$ cat src/hw/rtl/qft_pkg.sv
// Shared types, constants and the field-character helper for the quoted field tokenizer.
package qft_pkg;

    // Most results one input character may produce; later ones are dropped.
    localparam int MAX_RESULTS = 35;
    localparam int CNT_W       = $clog2(MAX_RESULTS + 1);
    localparam int CFG_IDX_W   = 3;

    // Configuration register indexes.
    typedef enum logic [CFG_IDX_W-1:0] {
        REG_DELIM  = 3'd0,
        REG_QUOTE  = 3'd1,
        REG_ESCAPE = 3'd2,
        REG_GATHER = 3'd3,
        REG_KEEP   = 3'd4,
        REG_TRIM   = 3'd5
    } cfg_reg_t;

    // Result kinds.
    typedef enum logic [1:0] {
        KIND_CHAR = 2'd0,
        KIND_EOF  = 2'd1,
        KIND_EOS  = 2'd2
    } kind_t;

    // One queued result.
    typedef struct packed {
        logic       vld;
        kind_t      kind;
        logic [7:0] ch;
    } slot_t;

    // Result of routing one character through the field logic, with updated field flags.
    typedef struct packed {
        slot_t res;
        logic  fo;
        logic  nf;
        logic  sk;
    } path_t;

    // Controller to datapath commands.
    typedef struct packed {
        logic load;
        logic pop;
    } cmd_t;

    // Datapath to controller status.
    typedef struct packed {
        logic plan_any;
        logic last;
    } sts_t;

    // A delimiter outside quotes closes the field; anything else is copied if asked.
    function automatic path_t char_path(input logic iq, input logic [7:0] ch, input logic copy,
                                        input logic [7:0] delim, input logic gather,
                                        input logic fo, input logic nf, input logic sk);
        path_t p;
        p     = '0;
        p.fo  = fo;
        p.nf  = nf;
        p.sk  = sk;
        if (!iq && ch == delim)
        begin
            p.res.vld  = 1'b1;
            p.res.kind = KIND_EOF;
            p.fo       = 1'b0;
            p.nf       = 1'b1;
            p.sk       = gather;
        end
        else
        begin
            if (copy)
            begin
                p.res.vld  = 1'b1;
                p.res.kind = KIND_CHAR;
                p.res.ch   = ch;
            end
            p.nf = 1'b0;
        end
        return p;
    endfunction

endpackage

$ cat src/hw/rtl/qft_if.sv
// Stream interfaces for the character input channel and the result output channel.
interface qft_in_if;
    logic       valid;
    logic       ready;
    logic [7:0] char_in;
    logic       is_final;

    modport source (output valid, output char_in, output is_final, input ready);
    modport sink   (input valid, input char_in, input is_final, output ready);
endinterface

interface qft_out_if;
    logic       valid;
    logic       ready;
    logic [7:0] char_out;
    logic [1:0] kind;
    logic       escape_overflow;
    logic       run_last;

    modport source (output valid, output char_out, output kind, output escape_overflow,
                    output run_last, input ready);
    modport sink   (input valid, input char_out, input kind, input escape_overflow,
                    input run_last, output ready);
endinterface

$ cat src/hw/rtl/quoted_field_tokenizer.sv
// Top level of the quoted field tokenizer: controller, datapath and channel wiring.
//
// Usage: one character per beat on in_ch, with is_final on the last character of a
// string. Each character yields zero or more result beats on out_ch: field characters
// (kind 0), end of field (kind 1) and end of string (kind 2); run_last marks the final
// beat caused by a character and escape_overflow marks every beat of a step that
// flushes a saturated escape run.
// A character that gives no result leaves the sequencer idle; one that gives results
// holds the input off while the result sequencer issues one beat per cycle, as long as
// out_ch.ready allows, through the single output register; an escape run flush thus
// issues one beat per flushed escape, each loaded from the plan registers in EMIT.
// in_ch.ready is high while the sequencer is idle, including while the last result of
// the previous character still sits unconsumed in the output register.
// When out_ch.ready is low the output beat holds and the sequencer waits.
// Reset sets the registers to delimiter space, quote double quote, escape backslash,
// gathering on, quotes dropped, trailing empty field trimmed, and clears string state.
// Configuration writes on cfg_we / cfg_index / cfg_data take effect at the next edge; the
// user must make them only while the block is idle, unchecked; other indexes are ignored.
module quoted_field_tokenizer #(
    parameter int ESC_MAX = 31
) (
    input  logic                          clk,
    input  logic                          rst_n,
    qft_in_if.sink                        in_ch,
    qft_out_if.source                     out_ch,
    input  logic                          cfg_we,
    input  logic [qft_pkg::CFG_IDX_W-1:0] cfg_index,
    input  logic [7:0]                    cfg_data
);
    import qft_pkg::*;

    cmd_t cmd;
    sts_t sts;

    // Sequencing of accept and result beats.
    qft_ctrl u_ctrl (
        .clk       (clk),
        .rst_n     (rst_n),
        .in_valid  (in_ch.valid),
        .in_ready  (in_ch.ready),
        .out_valid (out_ch.valid),
        .out_ready (out_ch.ready),
        .cmd       (cmd),
        .sts       (sts)
    );

    // Tokenizing logic and output register.
    qft_datapath #(
        .ESC_MAX (ESC_MAX)
    ) u_datapath (
        .clk       (clk),
        .rst_n     (rst_n),
        .cmd       (cmd),
        .sts       (sts),
        .cfg_we    (cfg_we),
        .cfg_index (cfg_index),
        .cfg_data  (cfg_data),
        .in_char   (in_ch.char_in),
        .in_final  (in_ch.is_final),
        .out_char  (out_ch.char_out),
        .out_kind  (out_ch.kind),
        .out_flag  (out_ch.escape_overflow),
        .out_last  (out_ch.run_last)
    );

endmodule

$ cat src/hw/rtl/qft_ctrl.sv
// Controller: accepts one character, then issues its queued results one beat at a time.
module qft_ctrl (
    input  logic          clk,
    input  logic          rst_n,
    input  logic          in_valid,
    output logic          in_ready,
    output logic          out_valid,
    input  logic          out_ready,
    output qft_pkg::cmd_t cmd,
    input  qft_pkg::sts_t sts
);
    import qft_pkg::*;

    typedef enum logic [1:0] {
        ST_IDLE = 2'b01,
        ST_EMIT = 2'b10
    } state_t;

    state_t state_reg, state_next;
    logic   out_valid_reg, out_valid_next;
    logic   slot_free;

    // Next state and commands.
    always_comb
    begin
        state_next = state_reg;
        cmd        = '0;
        in_ready   = 1'b0;
        slot_free  = !out_valid_reg || out_ready;
        unique case (state_reg)
            ST_IDLE:
            begin
                in_ready = 1'b1;
                cmd.load = in_valid;
                if (in_valid && sts.plan_any)
                begin
                    state_next = ST_EMIT;
                end
            end
            ST_EMIT:
            begin
                cmd.pop = slot_free;
                if (slot_free && sts.last)
                begin
                    state_next = ST_IDLE;
                end
            end
            default:
            begin
                state_next = ST_IDLE;
            end
        endcase
        out_valid_next = cmd.pop || (out_valid_reg && !out_ready);
    end

    // State and output valid registers.
    always_ff @(posedge clk or negedge rst_n)
    begin
        if (!rst_n)
        begin
            state_reg     <= ST_IDLE;
            out_valid_reg <= 1'b0;
        end
        else
        begin
            state_reg     <= state_next;
            out_valid_reg <= out_valid_next;
        end
    end

    assign out_valid = out_valid_reg;

endmodule

$ cat src/hw/rtl/qft_datapath.sv
// Datapath: configuration, string state, per-character result plan and output register.
module qft_datapath #(
    parameter int ESC_MAX = 31
) (
    input  logic                           clk,
    input  logic                           rst_n,
    input  qft_pkg::cmd_t                  cmd,
    output qft_pkg::sts_t                  sts,
    input  logic                           cfg_we,
    input  logic [qft_pkg::CFG_IDX_W-1:0]  cfg_index,
    input  logic [7:0]                     cfg_data,
    input  logic [7:0]                     in_char,
    input  logic                           in_final,
    output logic [7:0]                     out_char,
    output logic [1:0]                     out_kind,
    output logic                           out_flag,
    output logic                           out_last
);
    import qft_pkg::*;

    localparam int EW = $clog2(ESC_MAX + 1);
    localparam int TW = $clog2(ESC_MAX + MAX_RESULTS + 7);

    // Configuration registers.
    logic [7:0] delim_reg, quote_reg, esc_char_reg;
    logic       gather_reg, keep_reg, trim_reg;

    // String state.
    logic          in_quote_reg, in_quote_next;
    logic          at_start_reg, at_start_next;
    logic          field_open_reg, field_open_next;
    logic          need_field_reg, need_field_next;
    logic          skip_reg, skip_next;
    logic [EW-1:0] esc_cnt_reg, esc_cnt_next;
    logic          esc_over_reg, esc_over_next;
    logic          qpend_reg, qpend_next;

    // Result plan of the accepted character.
    slot_t          a_reg, a_next, b_reg, b_next, c_reg, c_next;
    logic [EW-1:0]  en_reg, en_next;
    logic           d_reg, d_next, e_reg, e_next;
    logic           flag_reg, flag_next;
    logic [TW-1:0]  tot;
    logic [CNT_W-1:0] rem_reg, rem_load;
    slot_t          head;

    // Output register.
    logic [7:0] out_char_reg;
    kind_t      out_kind_reg;
    logic       out_flag_reg, out_last_reg;

    // Configuration writes.
    always_ff @(posedge clk or negedge rst_n)
    begin
        if (!rst_n)
        begin
            delim_reg    <= 8'd32;
            quote_reg    <= 8'd34;
            esc_char_reg <= 8'd92;
            gather_reg   <= 1'b1;
            keep_reg     <= 1'b0;
            trim_reg     <= 1'b1;
        end
        else if (cfg_we)
        begin
            unique case (cfg_index)
                REG_DELIM:  delim_reg    <= cfg_data;
                REG_QUOTE:  quote_reg    <= cfg_data;
                REG_ESCAPE: esc_char_reg <= cfg_data;
                REG_GATHER: gather_reg   <= cfg_data[0];
                REG_KEEP:   keep_reg     <= cfg_data[0];
                REG_TRIM:   trim_reg     <= cfg_data[0];
                default:    ;
            endcase
        end
    end

    // Work out the state update and the ordered results for one character.
    always_comb
    begin : eval_step
        path_t         p;
        logic          done;
        logic          take;
        logic [EW-1:0] n;

        p    = '0;
        done = 1'b0;
        take = 1'b0;
        n    = '0;

        in_quote_next   = in_quote_reg;
        at_start_next   = 1'b0;
        field_open_next = field_open_reg;
        need_field_next = need_field_reg;
        skip_next       = skip_reg;
        esc_cnt_next    = esc_cnt_reg;
        esc_over_next   = esc_over_reg;
        qpend_next      = qpend_reg;

        a_next  = '0;
        b_next  = '0;
        c_next  = '0;
        en_next = '0;
        d_next  = 1'b0;
        e_next  = 1'b0;

        // Raised wherever a saturated escape run is flushed.
        flag_next = 1'b0;

        // A leading quote of a longer string only switches quoting on.
        if (at_start_reg && in_char == quote_reg && !in_final)
        begin
            in_quote_next = 1'b1;
            done          = 1'b1;
        end

        // Resolve a quote that waited to see whether it was doubled.
        if (!done && qpend_next)
        begin
            qpend_next    = 1'b0;
            in_quote_next = 1'b0;
            if (in_char == quote_reg)
            begin
                p    = char_path(1'b0, in_char, 1'b1, delim_reg, gather_reg,
                                 field_open_next, need_field_next, skip_next);
                done = 1'b1;
            end
            else
            begin
                p = char_path(1'b0, quote_reg, keep_reg, delim_reg, gather_reg,
                              field_open_next, need_field_next, skip_next);
            end
            a_next          = p.res;
            field_open_next = p.fo;
            need_field_next = p.nf;
            skip_next       = p.sk;
        end

        // Extend or close an escape run.
        if (!done && esc_cnt_next != '0)
        begin
            done = 1'b1;
            if (in_char == esc_char_reg)
            begin
                if (esc_cnt_next < EW'(ESC_MAX))
                begin
                    esc_cnt_next = esc_cnt_next + 1'b1;
                end
                else
                begin
                    esc_over_next = 1'b1;
                end
            end
            else
            begin
                n             = esc_cnt_next;
                esc_cnt_next  = '0;
                flag_next     = esc_over_next;
                esc_over_next = 1'b0;
                if (in_char == quote_reg)
                begin
                    en_next = n >> 1;
                    if (n[0])
                    begin
                        p    = char_path(in_quote_next, in_char, 1'b1, delim_reg, gather_reg,
                                         field_open_next, need_field_next, skip_next);
                        take = 1'b1;
                    end
                    else if (in_quote_next)
                    begin
                        qpend_next = 1'b1;
                    end
                    else
                    begin
                        in_quote_next = 1'b1;
                        p    = char_path(1'b1, in_char, keep_reg, delim_reg, gather_reg,
                                         field_open_next, need_field_next, skip_next);
                        take = 1'b1;
                    end
                end
                else
                begin
                    en_next = n;
                    p    = char_path(in_quote_next, in_char, 1'b1, delim_reg, gather_reg,
                                     field_open_next, need_field_next, skip_next);
                    take = 1'b1;
                end
            end
        end

        // Open a field unless a gathered delimiter run is being skipped.
        if (!done && !field_open_next)
        begin
            if (skip_next && in_char == delim_reg)
            begin
                done = 1'b1;
            end
            else
            begin
                skip_next       = 1'b0;
                field_open_next = 1'b1;
                need_field_next = 1'b0;
            end
        end

        // Ordinary character handling.
        if (!done)
        begin
            if (in_char == esc_char_reg)
            begin
                esc_cnt_next = EW'(1);
            end
            else if (in_char == quote_reg)
            begin
                if (in_quote_next)
                begin
                    qpend_next = 1'b1;
                end
                else
                begin
                    in_quote_next = 1'b1;
                    p    = char_path(1'b1, in_char, keep_reg, delim_reg, gather_reg,
                                     field_open_next, need_field_next, skip_next);
                    take = 1'b1;
                end
            end
            else
            begin
                p    = char_path(in_quote_next, in_char, 1'b1, delim_reg, gather_reg,
                                 field_open_next, need_field_next, skip_next);
                take = 1'b1;
            end
        end

        if (take)
        begin
            b_next          = p.res;
            field_open_next = p.fo;
            need_field_next = p.nf;
            skip_next       = p.sk;
        end

        // End of string: close pending quote, flush escapes, close the field, mark the end.
        if (in_final)
        begin
            if (qpend_next)
            begin
                p = char_path(1'b0, quote_reg, keep_reg, delim_reg, gather_reg,
                              field_open_next, need_field_next, skip_next);
                c_next          = p.res;
                field_open_next = p.fo;
                need_field_next = p.nf;
            end
            if (esc_cnt_next != '0)
            begin
                en_next   = esc_cnt_next;
                flag_next = flag_next || esc_over_next;
            end
            d_next = field_open_next || (need_field_next && !trim_reg);
            e_next = 1'b1;

            in_quote_next   = 1'b0;
            at_start_next   = 1'b1;
            field_open_next = 1'b0;
            need_field_next = 1'b0;
            skip_next       = 1'b0;
            esc_cnt_next    = '0;
            esc_over_next   = 1'b0;
            qpend_next      = 1'b0;
        end
    end

    // Number of results, capped at the per-step limit.
    always_comb
    begin
        tot = TW'(a_next.vld) + TW'(en_next) + TW'(b_next.vld) + TW'(c_next.vld)
            + TW'(d_next) + TW'(e_next);
        rem_load = (tot > TW'(MAX_RESULTS)) ? CNT_W'(MAX_RESULTS) : tot[CNT_W-1:0];
        sts.plan_any = (tot != '0);
        sts.last     = (rem_reg == CNT_W'(1));
    end

    // Head of the plan in result order.
    always_comb
    begin
        priority if (a_reg.vld)
        begin
            head = a_reg;
        end
        else if (en_reg != '0)
        begin
            head = '{vld: 1'b1, kind: KIND_CHAR, ch: esc_char_reg};
        end
        else if (b_reg.vld)
        begin
            head = b_reg;
        end
        else if (c_reg.vld)
        begin
            head = c_reg;
        end
        else if (d_reg)
        begin
            head = '{vld: 1'b1, kind: KIND_EOF, ch: 8'd0};
        end
        else
        begin
            head = '{vld: 1'b1, kind: KIND_EOS, ch: 8'd0};
        end
    end

    // String state and result count.
    always_ff @(posedge clk or negedge rst_n)
    begin
        if (!rst_n)
        begin
            in_quote_reg   <= 1'b0;
            at_start_reg   <= 1'b1;
            field_open_reg <= 1'b0;
            need_field_reg <= 1'b0;
            skip_reg       <= 1'b0;
            esc_cnt_reg    <= '0;
            esc_over_reg   <= 1'b0;
            qpend_reg      <= 1'b0;
            rem_reg        <= '0;
        end
        else if (cmd.load)
        begin
            in_quote_reg   <= in_quote_next;
            at_start_reg   <= at_start_next;
            field_open_reg <= field_open_next;
            need_field_reg <= need_field_next;
            skip_reg       <= skip_next;
            esc_cnt_reg    <= esc_cnt_next;
            esc_over_reg   <= esc_over_next;
            qpend_reg      <= qpend_next;
            rem_reg        <= rem_load;
        end
        else if (cmd.pop)
        begin
            rem_reg <= rem_reg - 1'b1;
        end
    end

    // Plan slots: loaded per character, retired in order as beats go out.
    always_ff @(posedge clk)
    begin
        if (cmd.load)
        begin
            a_reg    <= a_next;
            b_reg    <= b_next;
            c_reg    <= c_next;
            en_reg   <= en_next;
            d_reg    <= d_next;
            e_reg    <= e_next;
            flag_reg <= flag_next;
        end
        else if (cmd.pop)
        begin
            priority if (a_reg.vld)
            begin
                a_reg.vld <= 1'b0;
            end
            else if (en_reg != '0)
            begin
                en_reg <= en_reg - 1'b1;
            end
            else if (b_reg.vld)
            begin
                b_reg.vld <= 1'b0;
            end
            else if (c_reg.vld)
            begin
                c_reg.vld <= 1'b0;
            end
            else if (d_reg)
            begin
                d_reg <= 1'b0;
            end
            else
            begin
                e_reg <= 1'b0;
            end
        end
    end

    // Output register.
    always_ff @(posedge clk)
    begin
        if (cmd.pop)
        begin
            out_char_reg <= head.ch;
            out_kind_reg <= head.kind;
            out_flag_reg <= flag_reg;
            out_last_reg <= (rem_reg == CNT_W'(1));
        end
    end

    assign out_char = out_char_reg;
    assign out_kind = out_kind_reg;
    assign out_flag = out_flag_reg;
    assign out_last = out_last_reg;

    // A new character is taken only once every result of the previous one is out.
    a_load_empty: assert property (@(posedge clk) disable iff (!rst_n)
        cmd.load |-> rem_reg == '0)
        else $error("character loaded while results still queued");

    // A beat is issued only while results remain.
    a_pop_nonempty: assert property (@(posedge clk) disable iff (!rst_n)
        cmd.pop |-> rem_reg != '0)
        else $error("result issued from an empty plan");

    // The saturation mark only stands with a full escape count.
    a_over_full: assert property (@(posedge clk) disable iff (!rst_n)
        esc_over_reg |-> esc_cnt_reg == EW'(ESC_MAX))
        else $error("escape overflow without saturated count");

    // The escape counter never passes its limit.
    a_esc_bound: assert property (@(posedge clk) disable iff (!rst_n)
        esc_cnt_reg <= EW'(ESC_MAX))
        else $error("escape count above limit");

    // Loading and issuing never coincide.
    a_load_pop: assert property (@(posedge clk) disable iff (!rst_n)
        !(cmd.load && cmd.pop))
        else $error("load and pop in the same cycle");

endmodule

$ cat src/flat_wrapper.sv
// flat-port wrapper written by rule: the top's interface ports become plain ports
module quoted_field_tokenizer_flat import qft_pkg::*;
#(
    parameter int ESC_MAX = 31
)
  (clk, rst_n, cfg_we, cfg_index, cfg_data, in_ch_valid, in_ch_char_in, in_ch_is_final, in_ch_ready, out_ch_valid, out_ch_char_out, out_ch_kind, out_ch_escape_overflow, out_ch_run_last, out_ch_ready);
  qft_in_if in_ch_i ();
  qft_out_if out_ch_i ();
  input  logic clk;
  input  logic rst_n;
  input  logic cfg_we;
  input  logic [qft_pkg::CFG_IDX_W-1:0] cfg_index;
  input  logic [7:0] cfg_data;
  input wire logic [$bits(in_ch_i.valid)-1:0] in_ch_valid;
  input wire logic [$bits(in_ch_i.char_in)-1:0] in_ch_char_in;
  input wire logic [$bits(in_ch_i.is_final)-1:0] in_ch_is_final;
  output wire logic [$bits(in_ch_i.ready)-1:0] in_ch_ready;
  output wire logic [$bits(out_ch_i.valid)-1:0] out_ch_valid;
  output wire logic [$bits(out_ch_i.char_out)-1:0] out_ch_char_out;
  output wire logic [$bits(out_ch_i.kind)-1:0] out_ch_kind;
  output wire logic [$bits(out_ch_i.escape_overflow)-1:0] out_ch_escape_overflow;
  output wire logic [$bits(out_ch_i.run_last)-1:0] out_ch_run_last;
  input wire logic [$bits(out_ch_i.ready)-1:0] out_ch_ready;
  assign in_ch_i.valid = in_ch_valid;
  assign in_ch_i.char_in = in_ch_char_in;
  assign in_ch_i.is_final = in_ch_is_final;
  assign in_ch_ready = in_ch_i.ready;
  assign out_ch_valid = out_ch_i.valid;
  assign out_ch_char_out = out_ch_i.char_out;
  assign out_ch_kind = out_ch_i.kind;
  assign out_ch_escape_overflow = out_ch_i.escape_overflow;
  assign out_ch_run_last = out_ch_i.run_last;
  assign out_ch_i.ready = out_ch_ready;
  quoted_field_tokenizer #(.ESC_MAX(ESC_MAX)) u_core (.clk(clk), .rst_n(rst_n), .in_ch(in_ch_i), .out_ch(out_ch_i), .cfg_we(cfg_we), .cfg_index(cfg_index), .cfg_data(cfg_data));
endmodule
$ cat config.mk
export PLATFORM = sky130hd
export DESIGN_NAME = quoted_field_tokenizer_flat
export DESIGN_NICKNAME = d
export VERILOG_FILES = /design/src/hw/rtl/qft_pkg.sv /design/src/hw/rtl/qft_if.sv /design/src/hw/rtl/quoted_field_tokenizer.sv /design/src/hw/rtl/qft_ctrl.sv /design/src/hw/rtl/qft_datapath.sv /design/src/flat_wrapper.sv
export SDC_FILE = /design/constraint.sdc
export NUM_CORES = 1
export LEC_CHECK = 0
export ABC_AREA = 1
export BUFFER_PORTS_ARGS = -buffer_cell sky130_fd_sc_hd__clkbuf_2
export CORE_MARGIN = 2
export CORE_UTILIZATION = 45
export CTS_BUF_LIST = sky130_fd_sc_hd__clkbuf_16
export DETAILED_ROUTE_END_ITERATION = 7
export PLACE_DENSITY = 0.63
export SYNTH_ARGS = -nofsm -noshare
export SYNTH_HDL_FRONTEND = slang
export SYNTH_HIERARCHICAL = 1
export SYNTH_SLANG_ARGS = --single-unit
$ cat constraint.sdc
create_clock -name clk -period 5.71 [get_ports clk]
set_clock_uncertainty 0.15 [all_clocks]
set_input_delay 0.571 -clock clk [delete_from_list [all_inputs] [get_ports clk]]
set_output_delay 0.571 -clock clk [all_outputs]
set_load 0.05 [all_outputs]
# Yosys cells after proc, flatten, opt, wreduce, memory -nomap -nowiden
# Index checks and enable logic that the tools add are counted.
[word_totals]
n_memories = 0
mem_bits_ro = 0
latch_bits = 0
ff_bits = 100
wordCells = 263
ram_bits = 0
[op_classes]
n_reduce_logical = 46
n_lt_le_gt_ge = 2
n_div = 0
eq_ne = 18
bitwise_logic = 2
mux = 153
n_mul = 0
shift = 0
add_sub_neg = 8
[ops]
columns = ["operator", "n"]
rows = [
  ["14-bit two-way mux", 11],
  ["1-bit two-way mux", 100],
  ["11-bit two-way mux", 8],
  ["5-bit two-way mux", 15],
  ["10-bit two-way mux", 5],
  ["8-bit two-way mux", 5],
  ["8-bit == test", 4],
  ["7-bit by 1-bit adder with 7-bit output", 3],
  ["6-bit two-way mux", 3],
  ["2-bit AND reduction", 8],
  ["5-bit nonzero test", 3],
  ["1-bit logical AND", 12],
  ["1-bit logical NOT", 10],
  ["3-bit two-way mux", 3],
  ["2-bit by 1-bit inequality test with 1-bit output (second input constant)", 4],
  ["6-bit by 1-bit adder with 7-bit output", 1],
  ["7-bit by 6-bit greater-than comparator with 1-bit output (second input constant)", 1],
  ["7-bit nonzero test", 1],
  ["1-bit by 5-bit adder with 6-bit output", 1],
  ["3-bit by 2-bit == test with 1-bit output (second input constant)", 2],
  ["3-bit == test (second input constant)", 2],
  ["6-bit by 1-bit == test with 1-bit output (second input constant)", 1],
  ["3-bit AND reduction", 2],
  ["6-bit by 1-bit subtractor with 6-bit output (second input constant)", 1],
  ["other kinds (16)", 23],
]

# Depth between registers and ports, before layout
# Gate-level depths: netlist of run 1.
[logic_depth]
ltp_word = 31
depth_mapped = 35
ltp_nobuf = 35

# Hierarchy
# Netlist of run 1, hierarchy kept.
[modules_own_cells]
columns = ["mod", "instances", "cells_each", "area_each_um2"]
rows = [
  ["qft_datapath", 1, 719, 5794.3],
  ["qft_ctrl", 1, 21, 162.7],
]

# Worst setup path before layout of run 1
# Ideal clock, no wire load.
[synth_timing]
kind = "input to register"
start = "in in_ch_char_in[7]"
end = "reg u_core.u_ctrl.state_reg[1]"
path_buffers = 1
cell_stages = 29
t_arrival_ns = 4.376
setup_time_ns = 0.116
setup_slack_ns = 1.068
t_required_ns = 5.444
path_cell_list = "buf_6 xnor2_1 nand2_1 nor2_4 nand3_4 nand2_2 inv_2 nand2_2 nand2_4 nand3_4 nand2_4 nor2_4 inv_2 o21ai_4 nand3_1 fa_1 fa_1 inv_1 ha_1 fa_1 xor2_1 inv_1 nand3_1 nor3_1 nand3_1 nand2_1 nor2_4 inv_2 nand2_1"
[synth_lines]
columns = ["element", "line_no", "rtl"]
rows = [
  ["start, declared", "flat_wrapper.sv:15", "input wire logic [$bits(in_ch_i.char_in)-1:0] in_ch_char_in;"],
  ["end signal, assigned", "qft_ctrl.sv:66", "state_reg <= state_next;"],
  ["end, declared", "qft_ctrl.sv:19", "state_t state_reg, state_next;"],
]

==> run_results.csv, run 1 <==
group,metric,value,unit
detailed_routing,antenna_violating_nets_left,0,
timing,hold_violations_final,0,
floorplan,row_count,42,
floorplan,initial_core_util,45.5,%
floorplan,fp.dieArea,14200,µm²
synthesis,synth_cell_types,49,
critical_path,setup.worst_path.start_class,"register",
detailed_routing,detail_route.wirelength,14900,µm
clock_tree,clk_path_buf_depth,2,
run,count_of_max_cap_constraint_violations,0,
timing,slew_at_the_pin_closest_to_its_max_slew_limit,0.859,ns
critical_path,r2r_cells,28,
finish,antenna_cells,0,
timing,max_freq,195,MHz
clock_tree,cts_num_sinks,97,
place,gp_routability_congestion,0.978,
timing,slew-limit-headroom,42.3,%
synthesis,synth_sequential_area_ratio,45.1,%
detailed_routing,dr.first_iter.drc_count,441,
critical_path,timing.critical_path.mode_cell,"nand2_1",
clock_tree,clk_transition_reported_paths,0.07,ns
clock_tree,tritoncts,"done",
global_routing,grt.overflow.total,0,
place,numPortBuffers,38,
global_routing,first_global_vias,4864,
finish,num-nets-final,819,
timing,final_max_slew_viol_count,0,
synthesis,synth_area,5960,µm²
power_and_ir_drop,post-layout-total-power,2.66,mW
timing,rsz_0062_raised_after_global_routing,"false",
outcome,outcome,"complete, no violations",
timing,finalSetupViolations,0,
critical_path,worstReg2RegStart,"u_core/u_datapath/quote_reg[1]",
power_and_ir_drop,peak_ir_drop_on_the_vdd_network,0.157,mV
power_and_ir_drop,power_density,399,nW/µm²
finish,filler_cell_count,1241,
synthesis,syn-instance-count,740,
detailed_routing,drt_pre_antenna_iters,5,
global_routing,grtUsageTotal,22.3,%
timing,final.period_utilization,89.6,%
clock_tree,root_buffer,"clkbuf_16",
global_routing,grt_max_degree,56,
synthesis,synthesized_area_per_cell,8.05,µm²
place,hpwlAfterDp,11400,µm
clock_tree,cts_resized,0,
floorplan,ios,39,
clock_tree,cts-buffers-inserted,9,
critical_path,cpMaxStageDelayCell,"dfstp_2",
clock_tree,post_cts_hold_buffer_count,0,
critical_path,critical-path-max-stage-delay,0.60,ns
clock_tree,cts.htree.levels,3,
floorplan,die_width,119,µm
clock_tree,insertion_delay,0.36,ns
synthesis,synth_seq_cells,97,
detailed_routing,drt_drc_violations_left,0,
detailed_routing,number_of_vias_after_detailed_routing,5056,
min_path,hp-class,"in -> async",
critical_path,timing.critical_path.required,5.84,ns
synthesis,yosys_warnings,6,
critical_path,timing.critical_path.arrival,5.25,ns
detailed_routing,vias_per_cell,5.25,
timing,period_needed,5.12,ns
critical_path,critical_path.endpoint_type,"register",
critical_path,ff2ff_setup_slack,0.59,ns
timing,tns,0,ns
global_routing,grt_pass1_wl,24800,µm
critical_path,critPathKind,"reg -> reg",
finish,seqCellArea,2690,µm²
global_routing,antenna_violations_before_repair,0,
finish,commonest_non_fill_non_tap_cell_in_the_layout,"nand2_1",
power_and_ir_drop,p_leak,2.96,nW
synthesis,mappedNetlistNets,777,
finish,area.growth.synth_to_final,11.7,%
finish,final_cell_mix,"nand2_1 (189), inv_1 (83), o21ai_0 (66), nor2_1 (56), edfxtp_1 (49)",
floorplan,core_area,13100,µm²
critical_path,worst_r2r_endpoint,"u_core/u_ctrl/state_reg[0]",
detailed_routing,drt-wirelength-per-cell,15.4,µm
floorplan,fp.dieH,119,µm
critical_path,critPathLaunch,"u_core/u_datapath/quote_reg[1]",
finish,multi_input_gate_area,2820,µm²
finish,drive_gt1_share,17.4,%
clock_tree,postCtsSetupRepairBufs,0,
critical_path,crit_fanout,11,
## worst max path at each step
stage	slack, ns	depth (start not counted)	to
after floorplan	1.07	29	u_core/u_ctrl/state_reg[1]
after global placement	0.57	31	u_core/u_ctrl/state_reg[1]
after detailed placement	0.42	31	u_core/u_ctrl/state_reg[1]
after CTS	0.57	28	u_core/u_ctrl/state_reg[0]
after global routing	0.27	28	u_core/u_ctrl/state_reg[0]
final	0.59	28	u_core/u_ctrl/state_reg[0]
## cells by family after synthesis
group | Yosys count | synth area share [%]
simple gates | 343 | 26.9
flops | 97 | 45.1
buf+inv | 118 | 7.77
fa+ha+maj | 12 | 2.90
xor+xnor | 22 | 3.23
compound gates | 148 | 14.1
## per-layer routing
| layer | up-vias | wire (µm) | GRT usage [%] |
|---|---|---|---|
| met2 | 148 | 6670 | 33.9 |
| met4 | 0 | 244 | 6.32 |
| met3 | 15 | 696 | 4.17 |
| li1 | 2533 | - | - |
| met5 | - | 0 | 0 |
| met1 | 2360 | 7260 | 32.5 |
## area by class of cell
| type | instances | share of cell area [%] |
|---|---|---|
| Timing Repair Buffer | 46 | 3.76 |
| Inverter | 103 | 5.85 |
| Sequential cell | 97 | 40.4 |
| Clock inverter | 7 | 0.997 |
| Clock buffer | 9 | 3.39 |
| Multi-Input combinational cell | 525 | 42.3 |
| Tap cell | 176 | 3.31 |
## through the flow
stage	cell area [µm²]	hold WS (ns)	setup WS (ns)	std cells	util (%)
after floorplan	5960	0.125	1.07	740	-
after global placement	6360	0.260	0.573	947	48.6
after detailed placement	6360	0.263	0.424	947	48.6
after CTS	6650	0.203	0.573	963	50.8
after global routing	6650	0.231	0.269	963	50.8
final	6650	0.170	0.592	963	50.8
## power breakdown
part	switching, mW	internal (mW)	total [mW]	leakage, nW
combinational	0.656	0.315	0.970	1.77
sequential	0.130	0.956	1.09	1.06
clock	0.296	0.305	0.601	0.136
total	1.08	1.58	2.66	2.96
## synthesized netlist by cell type, drive strengths merged
library cell / count / area, µm²
a21boi: 1 / 7.51
a21oi: 44 / 231
a221oi: 1 / 8.76
a22o: 2 / 17.5
a22oi: 8 / 60.1
a31oi: 1 / 6.26
and2: 1 / 6.26
and3: 2 / 12.5
buf: 4 / 32.5
clkbuf: 11 / 41.3
clkinv: 3 / 11.3
dfrtp: 37 / 926
dfstp: 11 / 289
edfxtp: 49 / 1470
fa: 3 / 60.1
ha: 9 / 113
inv: 100 / 378
nand2: 205 / 835
nand3: 43 / 258
nand4: 11 / 81.3
nor2: 68 / 308
nor3: 11 / 85.1
nor4: 1 / 6.26
o2111ai: 2 / 17.5
o211ai: 2 / 20.0
o21a: 1 / 7.51
o21ai: 76 / 399
o21bai: 1 / 7.51
o22ai: 7 / 43.8
o31ai: 2 / 15.0
or2: 1 / 8.76
xnor2: 14 / 123
xor2: 8 / 70.1
## critical path, delay by kind of cell, from the launching register on
| kind | cells | cell delay [ns] |
|---|---|---|
| flops | 1 | 0.60 |
| compound gates | 2 | 0.32 |
| buf+inv | 4 | 0.28 |
| xor+xnor | 1 | 0.17 |
| simple gates | 17 | 1.87 |
| fa+ha+maj | 4 | 1.63 |
Power figures use the tool's default switching activity.
==> inputs of run 2 (changes only) <==
--- a/config.mk
+++ b/config.mk
@@ -7,11 +7,13 @@
 export LEC_CHECK = 0
 export ABC_AREA = 1
 export BUFFER_PORTS_ARGS = -buffer_cell sky130_fd_sc_hd__clkbuf_2
+export CELL_PAD_IN_SITES_DETAIL_PLACEMENT = 1
+export CELL_PAD_IN_SITES_GLOBAL_PLACEMENT = 1
 export CORE_MARGIN = 2
 export CORE_UTILIZATION = 45
 export CTS_BUF_LIST = sky130_fd_sc_hd__clkbuf_16
 export DETAILED_ROUTE_END_ITERATION = 7
-export PLACE_DENSITY = 0.63
+export PLACE_DENSITY = 0.8
 export SYNTH_ARGS = -nofsm -noshare
 export SYNTH_HDL_FRONTEND = slang
 export SYNTH_HIERARCHICAL = 1
==> run 2 against run 1 <==
Compared with the run above:
- hold slack gained 0.022 ns
- via count grew 4.0%
- die area is the same
- sequential share of layout area grew 0.14 points
- power grew 1.3%
- sequential power is essentially flat
- fmax shrank 3.2%
- critical path type unchanged
- largest cell class unchanged
- largest power group unchanged
==> run_results.csv, run 2 (synthesis results as in run 1) <==
group,metric,value,unit
timing,hold_ws,0.191,ns
timing,period_needed,5.29,ns
clock_tree,cts_resized,0,
finish,finish.instance_area,6630,µm²
place,numPortBuffers,38,
place,gp_routability_congestion,0.944,
critical_path,critical-path-max-stage-delay,0.61,ns
finish,final_cell_mix,"nand2_1 (189), inv_1 (83), o21ai_0 (66), nor2_1 (56), edfxtp_1 (49)",
floorplan,ios,39,
floorplan,fp.dieH,119,µm
min_path,hp-class,"in -> async",
floorplan,fp.dieArea,14200,µm²
timing,finalSetupViolations,0,
clock_tree,clk_transition_reported_paths,0.07,ns
clock_tree,postCtsSetupRepairBufs,0,
floorplan,die_width,119,µm
place,hpwlAfterDp,13500,µm
detailed_routing,detail_route.wirelength,17600,µm
critical_path,critical_path.endpoint_type,"register",
finish,seqCellArea,2690,µm²
power_and_ir_drop,power_density,406,nW/µm²
finish,commonest_non_fill_non_tap_cell_in_the_layout,"nand2_1",
global_routing,grtUsageTotal,26.2,%
critical_path,timing.critical_path.arrival,5.43,ns
finish,filler_cell_count,1646,
floorplan,row_count,42,
finish,num-nets-final,818,
global_routing,first_global_vias,5646,
run,count_of_max_cap_constraint_violations,0,
power_and_ir_drop,post-layout-total-power,2.69,mW
critical_path,crit_fanout,11,
critical_path,timing.critical_path.mode_cell,"nand2_1",
finish,antenna_cells,0,
detailed_routing,drt_drc_violations_left,0,
finish,area.growth.synth_to_final,11.3,%
clock_tree,tritoncts,"done",
detailed_routing,antenna_violating_nets_left,0,
detailed_routing,number_of_vias_after_detailed_routing,5257,
critical_path,critical_path.endpoint,"u_core/u_ctrl/state_reg[0]",
critical_path,worstReg2RegStart,"u_core/u_datapath/quote_reg[1]",
clock_tree,cts.htree.levels,3,
detailed_routing,dr.first_iter.drc_count,398,
clock_tree,clk_path_buf_depth,2,
timing,tns,0,ns
finish,fin_cells,962,
finish,drive_gt1_share,17.3,%
power_and_ir_drop,peak_ir_drop_on_the_vdd_network,0.149,mV
detailed_routing,vias_per_cell,5.46,
detailed_routing,drt_pre_antenna_iters,5,
critical_path,timing.critical_path.required,5.85,ns
critical_path,worst_r2r_endpoint,"u_core/u_ctrl/state_reg[0]",
global_routing,grt_max_degree,56,
floorplan,initial_core_util,45.5,%
critical_path,r2r_cells,28,
floorplan,core_area,13100,µm²
critical_path,critPathLaunch,"u_core/u_datapath/quote_reg[1]",
timing,final_max_slew_viol_count,0,
timing,slew_at_the_pin_closest_to_its_max_slew_limit,0.935,ns
critical_path,cpMaxStageDelayCell,"dfstp_2",
timing,rsz_0062_raised_after_global_routing,"false",
timing,final.period_utilization,92.6,%
critical_path,setup.worst_path.start_class,"register",
clock_tree,insertion_delay,0.35,ns
timing,max_freq,189,MHz
critical_path,ff2ff_setup_slack,0.42,ns
place,place_area,6350,µm²
global_routing,grt_pass1_wl,29300,µm
clock_tree,post_cts_hold_buffer_count,0,
critical_path,critPathKind,"reg -> reg",
clock_tree,cts_num_sinks,97,
place,dp_slack,0.265,ns
outcome,outcome,"complete, no violations",
clock_tree,cts-buffers-inserted,9,
global_routing,grt.overflow.total,0,
detailed_routing,drt-wirelength-per-cell,18.3,µm
power_and_ir_drop,p_leak,2.96,nW
finish,multi_input_gate_area,2820,µm²
place,dp_cells,946,
global_routing,antenna_violations_before_repair,0,
finish,finish.utilization,50.7,%
timing,final.setup.worst_slack,0.421,ns
clock_tree,root_buffer,"clkbuf_16",
timing,slew-limit-headroom,37.1,%
timing,hold_violations_final,0,
## run 2: power breakdown
group	switching, mW	internal [mW]
Combinational	0.689	0.315
Sequential	0.143	0.957
Clock	0.289	0.300
## run 2: worst max-delay path: cells and delay by family, from the launching register on
family / cells / cell delay (ns)
AO/OA/AOI/OAI: 2 / 0.34
XOR/XNOR: 1 / 0.18
adder cells (fa/ha/maj): 4 / 1.64
buffers and inverters: 4 / 0.34
flip-flops: 1 / 0.61
AND/OR/NAND/NOR: 17 / 1.97
## run 2: layout make-up
type,count,share of cell area (%)
well taps,176,3.32
multi-input cells,525,42.5
clock buffers,9,3.40
inverters,103,5.87
flip-flops and latches,97,40.5
repair buffers,45,3.66
clock inverters,7,0.774
## run 2: worst min-delay path by stage
| stage | from | end | slack (ns) | cells after the start |
|---|---|---|---|---|
| 6_report | rst_n | u_core/u_ctrl/out_valid | 0.19 | 2 |
| 5_1_grt | rst_n | u_core/u_ctrl/out_valid | 0.24 | 2 |
| 4_1_cts | rst_n | u_core/u_ctrl/out_valid | 0.21 | 2 |
| 3_5_place_dp | u_core/u_datapath/flag_reg | u_core/u_datapath/out_flag | 0.30 | 0 |
| 3_3_place_gp | u_core/u_datapath/flag_reg | u_core/u_datapath/out_flag | 0.32 | 0 |
| 2_1_floorplan | rst_n | u_core/u_ctrl/out_valid | 0.13 | 0 |
## run 2: per-layer routing
layer	vias up	share of wire, %	GRT usage (%)
li1	2524	-	-
met1	2572	48	36.7
met2	133	47	42.7
met3	28	3.8	3.30
met4	0	1.7	7.89
met5	-	0	0
